--- src/rtl/assert_macros.svh ---
// Assertion helpers shared by the RTL files.
// Every check samples on the rising edge of clk and is switched off while arst_n is low.
`ifndef ASSERT_MACROS_SVH
`define ASSERT_MACROS_SVH

// A property that must hold on its own at every sampled edge.
`define SPR_ASSERT(label, prop, msg) \
	label: assert property (@(posedge clk) disable iff (!arst_n) (prop)) \
		else $error(msg);

// The consequent must hold in the same cycle as the antecedent.
`define SPR_ASSERT_IMPL(label, ante, cons, msg) \
	label: assert property (@(posedge clk) disable iff (!arst_n) (ante) |-> (cons)) \
		else $error(msg);

// The consequent must hold in the cycle after the antecedent.
`define SPR_ASSERT_NEXT(label, ante, cons, msg) \
	label: assert property (@(posedge clk) disable iff (!arst_n) (ante) |=> (cons)) \
		else $error(msg);

`endif

--- src/rtl/spr_pkg.sv ---
package spr_pkg;

	localparam int SPR_MAX_PATTERN = 8;
	localparam int SPR_CFG_W       = 64;
	localparam int SPR_LEN_W       = 4;
	localparam int SPR_TOTAL_W     = 32;
	localparam int SPR_CFG_IDX_W   = 3;

	typedef enum logic [SPR_CFG_IDX_W-1:0] {
		REG_SEARCH_PATTERN  = 3'd0,
		REG_SEARCH_LENGTH   = 3'd1,
		REG_REPLACE_PATTERN = 3'd2,
		REG_REPLACE_LENGTH  = 3'd3,
		REG_FILL_MODE       = 3'd4
	} spr_reg_t;

	// Descriptor that travels with a job of result bytes into the emitter.
	typedef struct packed {
		logic                   rep;
		logic                   eos;
		logic                   bare;
		logic [SPR_TOTAL_W-1:0] total;
	} spr_info_t;

endpackage

--- src/rtl/stream_pattern_replace.sv ---
// Channel  | Handshake            | Payload
// ---------+----------------------+-------------------------------------------------------
// input    | in_valid / in_stall  | data_byte, end_of_stream
// output   | out_valid / out_stall| out_byte, byte_valid, is_replacement, last_of_run,
//          |                      | stream_done, match_total
// config   | cfg_we               | cfg_index, cfg_wdata (no wait, no read-back)
//
// An input byte that gives at most one result is taken every cycle while out_stall is low;
// a byte that gives k results holds in_stall until its last result is sent, as the emitter
// drains one result a cycle while out_stall is low. A result goes from the job register
// into the output register. Reset is asynchronous: it empties the window, clears the
// match count and the emitter, and sets the registers to their documented values.
// out_stall freezes the output register while it holds a result; in_stall rises only while an earlier result job
// cannot leave the emitter in the current cycle.
`include "assert_macros.svh"

module stream_pattern_replace import spr_pkg::*; #(
	parameter int MAX_PATTERN = SPR_MAX_PATTERN
) (
	input  logic                     clk,
	input  logic                     arst_n,
	input  logic                     cfg_we,
	input  logic [SPR_CFG_IDX_W-1:0] cfg_index,
	input  logic [SPR_CFG_W-1:0]     cfg_wdata,
	input  logic                     in_valid,
	output logic                     in_stall,
	input  logic [7:0]               data_byte,
	input  logic                     end_of_stream,
	output logic                     out_valid,
	input  logic                     out_stall,
	output logic [7:0]               out_byte,
	output logic                     byte_valid,
	output logic                     is_replacement,
	output logic                     last_of_run,
	output logic                     stream_done,
	output logic [SPR_TOTAL_W-1:0]   match_total
);

	localparam int FILL_W = $clog2(MAX_PATTERN + 1);

	// Configuration registers.
	logic [SPR_CFG_W-1:0]        search_pattern_q;
	logic [SPR_LEN_W-1:0]        search_length_q;
	logic [SPR_CFG_W-1:0]        replace_pattern_q;
	logic [SPR_LEN_W-1:0]        replace_length_q;
	logic                        fill_mode_q;

	// Window state: a fill count here, the bytes themselves live in the row of cells.
	logic [FILL_W-1:0]           fill_q;
	logic [SPR_TOTAL_W-1:0]      match_q;

	logic [MAX_PATTERN-1:0][7:0] win;
	logic [MAX_PATTERN-1:0][7:0] ext;
	logic [MAX_PATTERN-1:0][7:0] rep_vec;
	logic [MAX_PATTERN-1:0]      hit_vec;
	logic [MAX_PATTERN-1:0]      len_mask;
	logic [SPR_LEN_W-1:0]        len4;
	logic [SPR_LEN_W-1:0]        rl4;
	logic [FILL_W-1:0]           len_eff;
	logic [FILL_W-1:0]           rl_eff;
	logic [FILL_W-1:0]           rep_cnt;
	logic [FILL_W-1:0]           fill_ext;
	logic [FILL_W-1:0]           fill_n;
	logic [FILL_W-1:0]           shift;
	logic [FILL_W-1:0]           job_cnt;
	logic [MAX_PATTERN-1:0][7:0] job_bytes;
	logic [SPR_TOTAL_W-1:0]      match_n;
	spr_info_t                   job_info;
	logic                        hit_all;
	logic                        fill_ge;
	logic                        fill_gt;
	logic                        matched;
	logic                        has_job;
	logic                        job_ready;
	logic                        accept;
	logic                        job_load;

	// Configuration writes; an index beyond the register list is ignored.
	always_ff @(posedge clk or negedge arst_n) begin
		if (!arst_n) begin
			search_pattern_q  <= '0;
			search_length_q   <= SPR_LEN_W'(1);
			replace_pattern_q <= '0;
			replace_length_q  <= '0;
			fill_mode_q       <= 1'b0;
		end else if (cfg_we) begin
			case (cfg_index)
				REG_SEARCH_PATTERN:  search_pattern_q  <= cfg_wdata;
				REG_SEARCH_LENGTH:   search_length_q   <= cfg_wdata[SPR_LEN_W-1:0];
				REG_REPLACE_PATTERN: replace_pattern_q <= cfg_wdata;
				REG_REPLACE_LENGTH:  replace_length_q  <= cfg_wdata[SPR_LEN_W-1:0];
				REG_FILL_MODE:       fill_mode_q       <= cfg_wdata[0];
				default: ;
			endcase
		end
	end

	// Lengths are clamped: a search length of zero acts as one, and both lengths are
	// limited to the window depth.
	always_comb begin
		len4 = search_length_q;
		if (len4 == '0) begin
			len4 = SPR_LEN_W'(1);
		end else if (len4 > SPR_LEN_W'(MAX_PATTERN)) begin
			len4 = SPR_LEN_W'(MAX_PATTERN);
		end
		rl4 = (replace_length_q > SPR_LEN_W'(MAX_PATTERN)) ?
			SPR_LEN_W'(MAX_PATTERN) : replace_length_q;
	end

	assign len_eff = FILL_W'(len4);
	assign rl_eff  = FILL_W'(rl4);

	// The extended window is the stored window with the incoming byte placed at the fill
	// position. Each cell compares its slot of it against its byte of the search pattern
	// and, on a transfer, picks its new byte from it shifted by the drop amount.
	genvar gi;
	generate
		for (gi = 0; gi < MAX_PATTERN; gi++) begin : g_row
			assign ext[gi]      = (fill_q == FILL_W'(gi)) ? data_byte : win[gi];
			assign len_mask[gi] = (FILL_W'(gi) < len_eff);
			assign rep_vec[gi]  = (FILL_W'(gi) < rl_eff) ?
				replace_pattern_q[8*gi +: 8] : 8'h00;

			spr_cell #(
				.MAX_PATTERN (MAX_PATTERN),
				.IDX         (gi)
			) u_cell (
				.clk   (clk),
				.load  (accept),
				.ext   (ext),
				.shift (shift),
				.pat   (search_pattern_q[8*gi +: 8]),
				.q     (win[gi]),
				.hit   (hit_vec[gi])
			);
		end
	endgenerate

	// Decision for one input byte. A full window that matches is replaced and dropped;
	// otherwise the oldest byte passes through. At end of stream any window that does not
	// end in a match is flushed whole, which also covers a window longer than a search
	// length that was shortened mid-stream. An end of stream that leaves nothing to send
	// gives a bare end marker.
	always_comb begin
		fill_ext = fill_q + FILL_W'(1);
		hit_all  = &(hit_vec | ~len_mask);
		fill_ge  = (fill_ext >= len_eff);
		fill_gt  = (fill_ext > len_eff);
		matched  = fill_ge && hit_all && !(end_of_stream && fill_gt);
		rep_cnt  = fill_mode_q ? len_eff : rl_eff;
		match_n  = match_q + SPR_TOTAL_W'(matched);

		has_job        = 1'b0;
		job_cnt        = fill_ext;
		job_bytes      = ext;
		job_info.rep   = 1'b0;
		job_info.eos   = end_of_stream;
		job_info.bare  = 1'b0;
		job_info.total = match_n;
		shift          = '0;
		fill_n         = fill_ext;

		if (matched) begin
			shift     = len_eff;
			fill_n    = fill_ext - len_eff;
			job_bytes = rep_vec;
			if (rep_cnt != '0) begin
				has_job      = 1'b1;
				job_cnt      = rep_cnt;
				job_info.rep = 1'b1;
			end else if (end_of_stream) begin
				has_job       = 1'b1;
				job_cnt       = FILL_W'(1);
				job_info.bare = 1'b1;
			end
		end else if (end_of_stream) begin
			has_job = 1'b1;
			job_cnt = fill_ext;
		end else if (fill_ge) begin
			has_job = 1'b1;
			job_cnt = FILL_W'(1);
			shift   = FILL_W'(1);
			fill_n  = fill_ext - FILL_W'(1);
		end

		if (end_of_stream) begin
			fill_n = '0;
		end
	end

	assign accept   = in_valid && job_ready;
	assign in_stall = !job_ready;
	assign job_load = accept && has_job;

	// The end of a stream empties the window and restarts the match count.
	always_ff @(posedge clk or negedge arst_n) begin
		if (!arst_n) begin
			fill_q  <= '0;
			match_q <= '0;
		end else if (accept) begin
			fill_q  <= fill_n;
			match_q <= end_of_stream ? '0 : match_n;
		end
	end

	spr_emit #(
		.MAX_PATTERN (MAX_PATTERN)
	) u_emit (
		.clk            (clk),
		.arst_n         (arst_n),
		.job_load       (job_load),
		.job_cnt        (job_cnt),
		.job_bytes      (job_bytes),
		.job_info       (job_info),
		.job_ready      (job_ready),
		.out_valid      (out_valid),
		.out_stall      (out_stall),
		.out_byte       (out_byte),
		.byte_valid     (byte_valid),
		.is_replacement (is_replacement),
		.last_of_run    (last_of_run),
		.stream_done    (stream_done),
		.match_total    (match_total)
	);

	`SPR_ASSERT(a_fill_bound, fill_q < FILL_W'(MAX_PATTERN), "window fill reached its depth")
	`SPR_ASSERT_NEXT(a_eos_clears, accept && end_of_stream, (fill_q == '0) && (match_q == '0), "end of stream left state behind")

endmodule

--- src/rtl/spr_cell.sv ---
module spr_cell import spr_pkg::*; #(
	parameter int MAX_PATTERN = SPR_MAX_PATTERN,
	parameter int IDX         = 0
) (
	input  logic                            clk,
	input  logic                            load,
	input  logic [MAX_PATTERN-1:0][7:0]     ext,
	input  logic [$clog2(MAX_PATTERN+1)-1:0] shift,
	input  logic [7:0]                      pat,
	output logic [7:0]                      q,
	output logic                            hit
);

	localparam int FILL_W = $clog2(MAX_PATTERN + 1);
	localparam int IDX_W  = (MAX_PATTERN > 1) ? $clog2(MAX_PATTERN) : 1;

	logic [FILL_W:0] sel;
	logic [7:0]      q_n;

	// The cell compares its own position of the window after the new byte has gone in.
	assign hit = (ext[IDX] == pat);

	always_comb begin
		sel = (FILL_W + 1)'(IDX) + {1'b0, shift};
		if (sel < (FILL_W + 1)'(MAX_PATTERN)) begin
			q_n = ext[sel[IDX_W-1:0]];
		end else begin
			q_n = 8'h00;
		end
	end

	always_ff @(posedge clk) begin
		if (load) begin
			q <= q_n;
		end
	end

endmodule

--- src/rtl/spr_emit.sv ---
`include "assert_macros.svh"

module spr_emit import spr_pkg::*; #(
	parameter int MAX_PATTERN = SPR_MAX_PATTERN
) (
	input  logic                             clk,
	input  logic                             arst_n,
	input  logic                             job_load,
	input  logic [$clog2(MAX_PATTERN+1)-1:0] job_cnt,
	input  logic [MAX_PATTERN-1:0][7:0]      job_bytes,
	input  spr_info_t                        job_info,
	output logic                             job_ready,
	output logic                             out_valid,
	input  logic                             out_stall,
	output logic [7:0]                       out_byte,
	output logic                             byte_valid,
	output logic                             is_replacement,
	output logic                             last_of_run,
	output logic                             stream_done,
	output logic [SPR_TOTAL_W-1:0]           match_total
);

	localparam int CNT_W = $clog2(MAX_PATTERN + 1);

	logic                          job_valid_q;
	logic [CNT_W-1:0]              job_cnt_q;
	logic [MAX_PATTERN-1:0][7:0]   job_q;
	spr_info_t                     info_q;
	logic                          out_valid_q;
	logic [7:0]                    out_byte_q;
	logic                          byte_valid_q;
	logic                          is_rep_q;
	logic                          last_q;
	logic                          done_q;
	logic [SPR_TOTAL_W-1:0]        total_q;
	logic                          out_free;
	logic                          move;
	logic                          job_last;

	assign out_free  = !out_valid_q || !out_stall;
	assign move      = job_valid_q && out_free;
	assign job_last  = (job_cnt_q == CNT_W'(1));
	assign job_ready = !job_valid_q || (out_free && job_last);

	always_ff @(posedge clk or negedge arst_n) begin
		if (!arst_n) begin
			job_valid_q <= 1'b0;
			job_cnt_q   <= '0;
			out_valid_q <= 1'b0;
		end else begin
			if (job_load) begin
				job_valid_q <= 1'b1;
				job_cnt_q   <= job_cnt;
			end else if (move) begin
				job_cnt_q <= job_cnt_q - CNT_W'(1);
				if (job_last) begin
					job_valid_q <= 1'b0;
				end
			end
			if (move) begin
				out_valid_q <= 1'b1;
			end else if (!out_stall) begin
				out_valid_q <= 1'b0;
			end
		end
	end

	// The job bytes form a chain: each cell hands its byte to its lower neighbour per result.
	always_ff @(posedge clk) begin
		if (job_load) begin
			job_q  <= job_bytes;
			info_q <= job_info;
		end else if (move) begin
			for (int i = 0; i < MAX_PATTERN - 1; i++) begin
				job_q[i] <= job_q[i+1];
			end
			job_q[MAX_PATTERN-1] <= 8'h00;
		end
		if (move) begin
			out_byte_q   <= job_q[0];
			byte_valid_q <= !info_q.bare;
			is_rep_q     <= info_q.rep;
			last_q       <= job_last;
			done_q       <= info_q.eos && job_last;
			total_q      <= (info_q.eos && job_last) ? info_q.total : '0;
		end
	end

	assign out_valid      = out_valid_q;
	assign out_byte       = out_byte_q;
	assign byte_valid     = byte_valid_q;
	assign is_replacement = is_rep_q;
	assign last_of_run    = last_q;
	assign stream_done    = done_q;
	assign match_total    = total_q;

	`SPR_ASSERT_IMPL(a_job_cnt_nonzero, job_valid_q, job_cnt_q != '0, "job held with no results")
	`SPR_ASSERT_IMPL(a_no_overwrite, job_load, job_ready, "job loaded over a pending one")
	`SPR_ASSERT_NEXT(a_stalled_job_holds, job_valid_q && !out_free && !job_load, job_cnt_q == $past(job_cnt_q), "job count moved while stalled")

endmodule
--- config.mk ---
export PLATFORM = sky130hd
export DESIGN_NAME = stream_pattern_replace
export DESIGN_NICKNAME = d
export VERILOG_FILES = /design/src/rtl/spr_pkg.sv /design/src/rtl/stream_pattern_replace.sv /design/src/rtl/spr_cell.sv /design/src/rtl/spr_emit.sv
export VERILOG_INCLUDE_DIRS = /design/src /design/src/rtl
export SDC_FILE = /design/constraint.sdc
export NUM_CORES = 1
export LEC_CHECK = 0
export BUFFER_PORTS_ARGS = -buffer_cell sky130_fd_sc_hd__buf_2
export CORE_ASPECT_RATIO = 1.75
export CORE_UTILIZATION = 40
export CTS_BUF_LIST = sky130_fd_sc_hd__clkbuf_2
export DETAILED_ROUTE_END_ITERATION = 16
export PLACE_DENSITY_LB_ADDON = 0.1
export RECOVER_POWER = 50
export SLEW_MARGIN = 0
export SYNTH_ARGS = -nofsm -noshare
export SYNTH_HDL_FRONTEND = slang
export SYNTH_HIERARCHICAL = 1
export SYNTH_SLANG_ARGS = --single-unit
--- constraint.sdc ---
create_clock -name clk -period 6.4 [get_ports clk]
set_input_delay 0.32 -clock clk [delete_from_list [all_inputs] [get_ports clk]]
set_output_delay 0.32 -clock clk [all_outputs]
set_load 0.02 [all_outputs]
# [Yosys cells after proc, flatten, opt, wreduce, memory -nomap -nowiden]
# Index checks and enable logic that the tools add are counted.
[totals] in_bits=81 wordCells=202 regBits=386
[op_classes] order_cmp=36 bitwise=3 n_reduce_logical=30 eq_ne=21 mux=64 addsub=12
[op_table] operator="$bmux W8 S3" n=8
[op_table] operator="$mux W64" n=3
[op_table] operator="$mux W8" n=24
[op_table] operator="$eq A8 B8 Y1" n=8
[op_table] operator="$mux W4" n=15
[op_table] operator="$lt A5 B4 Y1 const B" n=7
[op_table] operator="$add A32 B1 Y32" n=1
[op_table] operator="$lt A3 B4 Y1 const A" n=8
[op_table] operator="$lt A3 B4 Y1 const B" n=8
[op_table] operator="$mux W32" n=1
[op_table] operator="$add A3 B4 Y5 const A" n=4
[op_table] operator="$eq A4 B3 Y1 const B" n=4
[op_table] operator="$lt A1 B4 Y1 const A" n=4
[op_table] operator="$lt A2 B4 Y1 const A" n=4
[op_table] operator="$mux W1" n=13
[op_table] operator="$reduce_and A2 Y1" n=6
[op_table] operator="$add A2 B4 Y5 const A" n=2
[op_table] operator="$eq A4 B1 Y1 const B" n=2
[op_table] operator="$eq A4 B2 Y1 const B" n=2
[op_table] operator="$gt A4 B4 Y1 const B" n=2
[op_table] operator="$logic_and A1 B1 Y1" n=8
[op_table] operator="$logic_not A4 Y1" n=2
[op_table] operator="$not A8 Y8" n=1
[op_table] operator="$or A8 B8 Y8" n=1
[op_table] operator="19 further kinds" n=28

# [Logic depth before layout (Yosys ltp)]
[depth] word_depth=13 depth_mapped=25 ltp_nobuf=21

# [Modules after synthesis]
# The synthesis kept the hierarchy.
[modules_own_cells] mod="stream_pattern_replace" cells_per_inst=932 area_per_inst_um2=9893.2 seq_area_each_um2=4330.4 n_inst=1
[modules_own_cells] mod="spr_emit" cells_per_inst=291 area_per_inst_um2=5619.1 seq_area_each_um2=4444.3 n_inst=1
[modules_own_cells] mod="spr_cell (g_row[3].u_cell)" cells_per_inst=101 area_per_inst_um2=1006.0 seq_area_each_um2=240.2 n_inst=1
[modules_own_cells] mod="spr_cell (g_row[1].u_cell)" cells_per_inst=100 area_per_inst_um2=1003.5 seq_area_each_um2=240.2 n_inst=1
[modules_own_cells] mod="spr_cell (g_row[2].u_cell)" cells_per_inst=90 area_per_inst_um2=958.4 seq_area_each_um2=240.2 n_inst=1
[modules_own_cells] mod="spr_cell (g_row[6].u_cell)" cells_per_inst=91 area_per_inst_um2=953.4 seq_area_each_um2=240.2 n_inst=1
[modules_own_cells] mod="spr_cell (g_row[5].u_cell)" cells_per_inst=70 area_per_inst_um2=933.4 seq_area_each_um2=240.2 n_inst=1
[modules_own_cells] mod="spr_cell (g_row[0].u_cell)" cells_per_inst=57 area_per_inst_um2=879.6 seq_area_each_um2=240.2 n_inst=1
[modules_own_cells] mod="spr_cell (g_row[7].u_cell)" cells_per_inst=63 area_per_inst_um2=755.7 seq_area_each_um2=240.2 n_inst=1
[modules_own_cells] mod="spr_cell (g_row[4].u_cell)" cells_per_inst=39 area_per_inst_um2=590.6 seq_area_each_um2=240.2 n_inst=1

# [Worst setup path after synthesis]
# No wires, ideal clock.
[synth_path] path_type="register to register" start="reg fill_q[2]" end="reg u_emit/job_q[0] (netlist name), enable pin" setup_slack_ns=0.221 arrival_time_ns=5.785 path_stages_with_launch=18 t_required_ns=6.006 cell_sequence="dfrtp_1 -> clkbuf_1 -> nor2_1 -> and2_1 -> clkbuf_1 -> mux2_2 -> xnor2_1 -> nand4_1 -> nor2_1 -> and2_1 -> o221a_2 -> nand2_1 -> nor2_4 -> a21o_1 -> a21oi_1 -> buf_2 -> buf_2 -> or2_2"
[synth_rtl] element="from (decl)" line="stream_pattern_replace.sv:49" source="logic [FILL_W-1:0] fill_q;"
[synth_rtl] element="from (signal assigned)" line="stream_pattern_replace.sv:202" source="fill_q <= fill_n;"
[synth_rtl] element="to (signal assigned)" line="spr_emit.sv:71" source="job_q <= job_bytes;"
[synth_rtl] element="to (signal, indexed assignment)" line="spr_emit.sv:75" source="job_q[i] <= job_q[i+1];"
[synth_rtl] element="to (decl)" line="spr_emit.sv:27" source="logic [MAX_PATTERN-1:0][7:0] job_q;"

==> metrics.md <==
| Metric | Value |
|---|---|
| Result of the run | `complete, but fails checks` |
| Failing checks | `capacitance limit, slew limit` |
| WL final | `78,300 um` |
| Clock Latency Late Sink | `1.16 ns` |
| Final std cells w/o fill | `2,912` |
| Max cap viols | `8` |
| Most frequent cells in the layout | `mux2_2, edfxtp_1, dfrtp_1, clkbuf_2, dlygate4sd3_1` |
| Clock Skew | `0.0810 ns` |
| Cell Area, Synth | `22,600 um^2` |
| Setup WS post-layout | `0.355 ns` |
| Initial DRT Pass Iterations | `5` |
| PortBufs | `126` |
| Worst EP arrival | `6.88 ns` |
| Part of the power in registers | `32.2%` |
| Logic pwr share | `54.5%` |
| Setup bufs post-CTS | `0` |
| Initial detailed-routing violation count | `944` |
| Fraction of registers with async set/reset | `46.4%` |
| Num ports | `127` |
| HPWL after DPL | `54,500 um` |
| Max Transition Viols Final | `433` |
| Synth Area in XOR/XNOR | `3.99%` |
| Total number of yosys warnings | `6` |
| Placed Area | `23,800 um^2` |
| Initial Util | `40.7%` |
| DR DRC count | `0` |
| H-tree depth | `3` |
| CTS tree | `done` |
| Fill cells | `5,228` |
| Mux share of post-synthesis cell area | `25.9%` |
| Initial antenna violation count | `5` |
| Final setup violating endpoints | `0` |
| Wire per inst | `26.9 um` |
| EDFF count, synth | `207` |
| Mapped Nets | `1,934` |
| Part of the Yosys area used for sequential elements | `47.3%` |
| Vias in the first global route | `17,100` |
| Synth Flop Type | `edfxtp_1` |
| CTS buffer count | `96` |
| Via/cell ratio | `5.73` |
| DIE WIDTH | `182 um` |
| Gr usage total | `27.7%` |
| Max VDD drop | `0.307 mV` |
| Avg Cell Area, Syn | `12.3 um^2` |
| Layout cell share with drive strength beyond 1 | `34.0%` |
| Longest Clk Path Bufs | `3` |
| Simple logic cell fraction of the synthesized area | `10.2%` |
| Library cells used by synthesis | `81` |
| Adder-Cell Fraction of Synth Area | `1.09%` |
| Placed cells | `2,587` |
| Worst Setup Start Kind | `register` |
| RD Place Congestion | `0.953` |
| Clk sinks | `386` |
| Worst-path clk slew | `0.10 ns` |
| RSZ-0062 raised after global routing | `false` |
| First-pass GRT wire length | `115,000 um` |
| Main combinational cell family by area after synthesis | `multiplexers` |
| Largest net degree at the start of global routing | `102` |
| Worst Hold Class | `primary input to register` |
| Setup Crit Path Kind | `register to register` |
| Area growth from synthesis to layout | `15.3%` |
| Post-Route Setup TNS | `0 ns` |
| CP Data Required Time | `7.24 ns` |
| Final hold viol count | `0` |
| Final ANT Viol Nets | `0` |
| Minimum clock period | `6.04 ns` |
| PD cells | `498 nW/um^2` |
| Fmax | `165 MHz` |
| Internal | `7.34 mW` |
| Via count | `16,700` |
| Nets@finish | `2,230` |
| Commonest non-fill, non-tap cell in the layout | `mux2_2` |
| Clock root cell | `clkbuf_2` |
| Register bit total from synthesis | `386` |
| Cell Rows | `114` |
| Cell area after layout | `26,000 um^2` |
| Leak | `10.4 nW` |
| Die Y | `316 um` |
| Setup slack at placement | `0.327 ns` |
| Placeable Area | `55,500 um^2` |
| Switch share | `43.4%` |
| Tcrit/Tclk final | `94.5%` |
| GR Overflow Total | `0` |
| Compound-cell area share of the yosys netlist | `7.36%` |
| Switching power total | `5.63 mW` |
| Clock power frac | `13.3%` |
| Crit path max fanout | `21` |
| Total die area | `57,500 um^2` |
| Slew @ Worst Pin | `4.70 ns` |
| Crit. End Element | `register` |
| Post-synthesis cell count | `1,834` |
| Relative slew slack | `-213%` |
-- routing by layer --
| metal | vias up | GRT usage [%] | share of wire (%) |
|---|---|---|---|
| met5 | - | 0 | 0.046 |
| met4 | 6 | 18.9 | 7.0 |
| met3 | 244 | 5.06 | 5.1 |
| met2 | 637 | 50.8 | 53 |
| met1 | 8305 | 28.5 | 35 |
| li1 | 7496 | - | - |
-- what timing repair did --
item,4_1_cts,5_1_grt
hold buffers,141,0
hold endpoints to repair,438,0
setup endpoints to repair,0,3
resized for setup,0,3
-- power by group through the flow --
stage	registers (mW)	logic [mW]	clock network (mW)
final	4.17	7.07	1.72
after global routing	4.24	7.42	1.91
after CTS	4.17	7.01	1.80
after detailed placement	4.23	6.90	0
after global placement	4.21	6.91	0
after floorplan	4.17	4.77	0
-- cell type report --
type / count / area [um^2] / share of cell area [%]
Clock buffer: 145 / 726 / 2.79
Multi-Input combinational cell: 1288 / 11000 / 42.2
Timing Repair Buffer: 317 / 2420 / 9.29
Tap cell: 696 / 871 / 3.34
Sequential cell: 386 / 10700 / 41.1
Inverter: 41 / 156 / 0.600
Clock inverter: 36 / 169 / 0.649
Antenna cell: 3 / 7.51 / 0.0288
-- path summary, 6_finish.rpt --
check / slack (ns) / to / cells past startpoint / from
setup / recovery: 0.36 / g_row[6].u_cell/q[5] / 19 / fill_q[0]
hold / removal: 0.14 / u_emit/out_valid / 4 / out_stall
setup reg to reg: 0.36 / g_row[6].u_cell/q[5] / 19 / fill_q[0]
hold reg to reg: 0.43 / u_emit/out_byte[0] / 0 / u_emit/job_q[0]
max in group asynchronous: 1.28 / search_pattern_q[1] / 4 / arst_n
min in group asynchronous: 0.60 / search_length_q[0] / 3 / arst_n
-- critical path, cell delays in order, from the launching register on --
cell and delay [ns]:
dfrtp_1 0.54, inv_1 0.15, ha_1 0.25, nand2_2 0.30, mux2_2 0.58, xnor2_1 0.24, nand4_1 0.13, nor2_1 0.42
nand2_1 0.13, o21ai_2 0.11, a41oi_4 0.24, nor2_4 0.29, o21ai_4 0.15, nor2_4 0.39, buf_4 0.44, inv_1 0.09
ha_1 0.34, nand2b_1 0.36, o22ai_1 0.12, nor3_1 0.43
-- flip-flops by register name, indices dropped and copies added (netlist names), 4 cells and up --
| name | flops |
|---|---|
| u_emit/match_total | 32 |
| replace_length_q | 4 |
| u_emit/job_cnt_q | 4 |
| search_pattern_q | 64 |
| u_emit/job_q | 64 |
| u_emit/out_byte | 8 |
| g_row.u_cell/q | 64 |
| replace_pattern_q | 64 |
| u_emit/info_q | 35 |
| fill_q | 4 |
| match_q | 32 |
| search_length_q | 4 |
-- synthesized netlist by cell type (all sizes together), types with 23 or more instances --
library cell	n	share of area (%)
a21o	30	1.0
a21oi	43	1.3
and3	63	1.8
buf	74	2.7
clkbuf	45	0.79
dfrtp	178	20
edfxtp	207	28
inv	41	0.69
mux2	337	17
mux2i	87	4.0
mux4	48	5.1
nand2	104	1.7
nand3	52	1.2
nand4	23	0.69
nor2	117	2.0
nor3	34	0.85
o21ai	57	1.4
o22ai	40	1.1
xnor2	89	3.5
-- per-stage QoR --
stage	hold slack, ns	total power, mW	utilization [%]
after floorplan	0.0244	8.94	-
after global placement	0.404	11.1	42.9
after detailed placement	0.408	11.1	42.9
after CTS	0.00408	13.0	47.1
after global routing	0.0567	13.6	46.9
final	0.138	13.0	46.9
-- cell families after synthesis --
family,after synthesis
AOI/OAI and AO/OA,234
xor gates and xnor gates,103
adders and majority gates,19
buffers and inverters,160
DFF,386
muxes,472
and+or+nand+nor,460
Power figures use the tool's default switching activity.
